File: config.mk
export PLATFORM = sky130hd
export DESIGN_NAME = bbc_stack_mem
export DESIGN_NICKNAME = d
export VERILOG_FILES = /design/src/rtl/bbc_pkg.sv /design/src/rtl/bbc_stack_mem.sv
export SDC_FILE = /design/constraint.sdc
export NUM_CORES = 1
export LEC_CHECK = 0
export BUFFER_PORTS_ARGS = -buffer_cell sky130_fd_sc_hd__buf_2
export CORE_MARGIN = 2
export CORE_UTILIZATION = 56
export DETAILED_ROUTE_END_ITERATION = 8
export PLACE_DENSITY = 0.75
export SLEW_MARGIN = 40
export SYNTH_ARGS = -nofsm -noshare
export SYNTH_HDL_FRONTEND = slang
export SYNTH_SLANG_ARGS = --single-unit
File: constraint.sdc
create_clock -name clk -period 1.7 [get_ports clk]
set_input_delay 0 -clock clk [delete_from_list [all_inputs] [get_ports clk]]
set_output_delay 0 -clock clk [all_outputs]
set_load 0.02 [all_outputs]
File: src/rtl/bbc_pkg.sv
// Package for the bracket balance checker.
// Holds the beat types, the stack entry type, the report codes and the byte classifier.
// Depends on nothing.
package bbc_pkg;

	// Report codes
	typedef enum logic [2:0] {
		KIND_MISSING   = 3'd0,
		KIND_MISMATCH  = 3'd1,
		KIND_UNMATCHED = 3'd2,
		KIND_SUMMARY   = 3'd3,
		KIND_OVERFLOW  = 3'd4
	} report_kind_t;

	// Bracket kinds: round, curly, square
	localparam logic [1:0] BR_ROUND  = 2'd0;
	localparam logic [1:0] BR_CURLY  = 2'd1;
	localparam logic [1:0] BR_SQUARE = 2'd2;

	localparam logic [7:0] CH_OPEN_ROUND   = 8'h28;
	localparam logic [7:0] CH_CLOSE_ROUND  = 8'h29;
	localparam logic [7:0] CH_OPEN_SQUARE  = 8'h5B;
	localparam logic [7:0] CH_CLOSE_SQUARE = 8'h5D;
	localparam logic [7:0] CH_OPEN_CURLY   = 8'h7B;
	localparam logic [7:0] CH_CLOSE_CURLY  = 8'h7D;

	localparam logic [15:0] POS_MAX = 16'hFFFF;

	typedef struct packed {
		logic [7:0] text_byte;
		logic       end_of_text;
	} text_beat_t;

	typedef struct packed {
		report_kind_t report_kind;
		logic [15:0]  opener_position;
		logic [15:0]  closer_position;
		logic [15:0]  error_total;
		logic         last_of_run;
	} report_beat_t;

	typedef struct packed {
		logic [1:0]  kind;
		logic [15:0] position;
	} stack_entry_t;

	typedef struct packed {
		logic       is_open;
		logic       is_close;
		logic [1:0] kind;
	} char_class_t;

	function automatic char_class_t bbc_classify(input logic [7:0] b);
		char_class_t c;
		c = '{is_open: 1'b0, is_close: 1'b0, kind: BR_ROUND};
		case (b)
			CH_OPEN_ROUND:   c = '{is_open: 1'b1, is_close: 1'b0, kind: BR_ROUND};
			CH_OPEN_CURLY:   c = '{is_open: 1'b1, is_close: 1'b0, kind: BR_CURLY};
			CH_OPEN_SQUARE:  c = '{is_open: 1'b1, is_close: 1'b0, kind: BR_SQUARE};
			CH_CLOSE_ROUND:  c = '{is_open: 1'b0, is_close: 1'b1, kind: BR_ROUND};
			CH_CLOSE_CURLY:  c = '{is_open: 1'b0, is_close: 1'b1, kind: BR_CURLY};
			CH_CLOSE_SQUARE: c = '{is_open: 1'b0, is_close: 1'b1, kind: BR_SQUARE};
			default:         c = '{is_open: 1'b0, is_close: 1'b0, kind: BR_ROUND};
		endcase
		return c;
	endfunction

endpackage

File: src/rtl/bbc_stack_mem.sv
// Opener stack storage: one write port, one read port, registered read data.
// Depends on bbc_pkg for the entry type.
module bbc_stack_mem #(
	parameter int DEPTH = 32,
	parameter int AW    = 5
) (
	input  logic                 clk,
	input  logic                 wr_en,
	input  logic [AW-1:0]        wr_addr,
	input  bbc_pkg::stack_entry_t wr_data,
	input  logic                 rd_en,
	input  logic [AW-1:0]        rd_addr,
	output bbc_pkg::stack_entry_t rd_data
);
	import bbc_pkg::*;

	stack_entry_t mem [DEPTH];

	// write port
	always_ff @(posedge clk) begin
		if (wr_en) begin
			mem[wr_addr] <= wr_data;
		end
	end

	// read port, data registered on rd_en
	always_ff @(posedge clk) begin
		if (rd_en) begin
			rd_data <= mem[rd_addr];
		end
	end

endmodule

* Yosys cells after proc, flatten, opt, wreduce, memory -nomap -nowiden
Memories as Yosys holds them, arrays and structs flattened. A register that Yosys moved wholly into a read port is not among the register bits.
Cells that the tools add are included.
** Word-level totals
- Register bits :: 0
- Output and inout port bits :: 18
- Input port bits :: 31
- Memories kept :: 1
- Logic and storage cells :: 3
- RAM bits :: 576
** Memory list
- mem :: depth 32, bits a word 18, read ports 1, clocked after Yosys merged registers in 1, wr ports 1, line bbc_stack_mem.sv:17 : stack_entry_t mem [DEPTH];
** Operators by class
- Mux-type cells :: 2
** Operators with widths (number)
- 1-bit 2-to-1 mux :: 2

* Longest topological paths before layout
- Depth after elaboration :: 2
- Mapped depth :: 8
- Depth with buffers taken out :: 5

* Least setup slack after synthesis
No wires, ideal clock.
- Kind :: input port to flip-flop
- Start :: in wr_addr[1]
- End :: mem mem[12][0] in the netlist's numbering (enable)
- Required time :: 1.307 ns
- Stages on the path :: 3
- Slack :: -0.127 ns
- Buffers on the path :: 1
- Arrival :: 1.434 ns
- Path through :: or3b_2 clkbuf_1 nor2_1
** RTL lines
- start: declaration :: line bbc_stack_mem.sv:9 : input logic [AW-1:0] wr_addr,
- end: declaration :: line bbc_stack_mem.sv:17
Straight into the memory's write port.

==> metrics <==
Critical Path Source mem[1][3]$_DFFE_PP_; Hold Vio Cnt, Final 0; DP HPWL 32,000 microns; buffers plus inverters on the worst setup path 0; fill count between 2,000 and 3,000; Starting Density 56.8%; Area growth syn-to-layout 16.9%; Setup Buffers After CTS 0; final WL 53,000 microns; CP Launch Type flop; core area 0.0409 sq mm; GR Overflow Total 0; Final Wtd Congestion 0.825; clk slew on worst S/H paths 0.06 ns; DR vias/cell 6.14; PD cells 1110 mW/mm^2; share of layout cells above drive strength 1 20.0%; first-pass GRT wire length 78,800 microns; Mapped Area 0.0232 sq mm; maxcap violations 0; total global routing track utilization between 20% and 30%; WP depth 5; Final setup viols 0; r2r endpoint rd_data[3]$_DFFE_PP_; Synth Instances 1,278; delay-heaviest family, CP compound AO/OA/AOI/OAI gates; register area 0.0178 sq mm; Top FF cell, synth edfxtp_1; reg2reg path depth 5; multi-input logic area 0.00495 sq mm; Unique masters post-synth 27; part of the Yosys area used for sequential elements 76.8%; EDFF count, synth 594; die area about 0.043 sq mm; commonest non-fill, non-tap cell in the layout edfxtp_1; VDD IR max around 1.1 mV; Net count, final 1,488; CP peak stage delay 0.36 ns; Final min period 1.57 ns; DRT iter0 DRCs 1,106; via count 12,496; fmax 0.638 GHz; initial antenna violation count 2; unrepaired setup endpoints after global routing no; die height 208 microns; worst slew pin tran roughly 0.73 ns; CP max stage cell edfxtp_1; Slew headroom 51.4%; Post-Layout Cell Count 2,036; Post-Syn Nets about 1,300; Antenna Nets Post-Route 0; # DRC 0; clk sinks 594; I/O pins 49; worst hold path class input pin to flop; drt wl/cell 26.0 microns; CP endpoint rd_data[3]$_DFFE_PP_; worst path required time 2.01 ns; most frequent cells in the layout 594 x edfxtp_1, 288 x mux2i_1, 82 x buf_4, 72 x a22oi_1, 58 x clkbuf_16; IO buf count 48; clock skew 0.0260 ns; status completed; crit end category flop; TritonCTS Buffers 57; Static Leak ~9.6 nW; largest net degree at the start of global routing 41; Die Wd a little over 200 microns; crit path cell chain mux2i_1 -> a22o_1 -> nor3_2 -> a31oi_1 -> nand3_1; clk_lat worst skew 0.62 ns; crit share post-route 92.1%; critical-path maximum fanout 1; Yosys reg bits 594; CP Data Arrival Time 1.88 ns; Placed Instances 1,911; deepest clock path buffer count 3; # rows 74; fin. max-slew vios 0; Ys Warns 0; fraction of registers with async set/reset 0%; critical path class flop to flop; CTS tree built; first drt pass iteration count 7; r2r setup slk between 0.1 and 0.15 ns; H-tree depth 2; Core Util, Final 66.4%; Syn Area/Cell 18.2 sq um; vias in the first global route approximately 13,000; CTS Root Cell clkbuf_16; reg2reg start mem[1][3]$_DFFE_PP_
-- sequential cells by signal (all words and copies together) (netlist names) --
register / count
mem: 576
rd_data: 18
-- through the flow --
stage | setup TNS [ns] | cell area [sq um] | power [mW] | setup WS (ns) | hold slack [ns]
2_1_floorplan | -17.76 | 23200 | 17.7 | -0.127 | 0.0989
3_3_place_gp | -0.831 | 25200 | 18.5 | -0.208 | 0.447
3_5_place_dp | -1.03 | 25200 | 18.5 | -0.216 | 0.448
4_1_cts | 0 | 27200 | 30.3 | 0.0946 | 0.0221
5_1_grt | 0 | 27200 | 31.1 | 0.0599 | 0.0604
6_report | 0 | 27200 | 30.2 | 0.134 | 0.0540
-- cell type report --
cell class / instances / area share (%)
clock buffer: 78 / 5.62
clock inverter: 27 / 0.802
timing repair buffer: 194 / 7.21
antenna: 1 / 0.00921
sequential: 594 / 65.7
multi-input combinational: 610 / 18.2
tap: 532 / 2.45
-- worst register-to-register path, delay by kind of cell (launching register included) --
family	cells	cell delay, ns
compound gates	2	0.44
simple gates	2	0.30
mux	1	0.18
flops	1	0.36
-- what timing repair did --
item	in CTS	in global routing
endpoints found under the hold margin	594	0
gates resized for setup	0	1
hold buffers	19	0
endpoints found under the setup margin	0	1
-- cell families (layout without fill, tap and decap cells) --
| group | Yosys count | in the layout | synth area share, % |
|---|---|---|---|
| other cells | 0 | 1 | 0 |
| mux | 288 | 288 | 12.4 |
| compound gates | 162 | 162 | 4.94 |
| buf+inv | 74 | 299 | 2.34 |
| flops | 594 | 594 | 76.8 |
| simple gates | 160 | 160 | 3.53 |
-- layer usage --
layer	share of wire [%]	track usage, %
met1	40	33.5
met2	49	40.3
met3	8.2	5.43
met4	3.4	9.07
met5	0.030	0
-- synth_stat cells (11+ instances only) --
library cell  number  area [sq um]
nand4_1           18           113
buf_2             28           140
nor2_1            33           124
nand3_1           38           190
buf_6             22           248
a21oi_1           36           180
mux2i_1          288          2880
clkbuf_1          11          41.3
edfxtp_1         594         17800
a22o_1            36           315
nand2_1           37           139
a31oi_1           18           113
a22oi_1           72           541
-- worst min-delay path by stage --
stage                                from                   end  slack [ns]  cells past startpoint
finish                         wr_addr[4]  mem[11][3]$_DFFE_PP_        0.05                      3
global route                   wr_addr[2]  mem[11][3]$_DFFE_PP_        0.06                      3
CTS                            wr_addr[4]  mem[11][3]$_DFFE_PP_        0.02                      3
detailed placement   rd_data[8]$_DFFE_PP_            rd_data[8]        0.45                      1
global placement    rd_data[11]$_DFFE_PP_           rd_data[11]        0.45                      1
floorplan                      wr_data[0]   mem[0][0]$_DFFE_PP_         0.1                      0
-- where the power goes --
group          switching, mW  internal [mW]  total (mW)
Sequential            0.0600           16.3        16.4
Combinational           1.17          0.707        1.88
Clock                   5.17           6.72        11.9
Power figures use the tool's default switching activity.
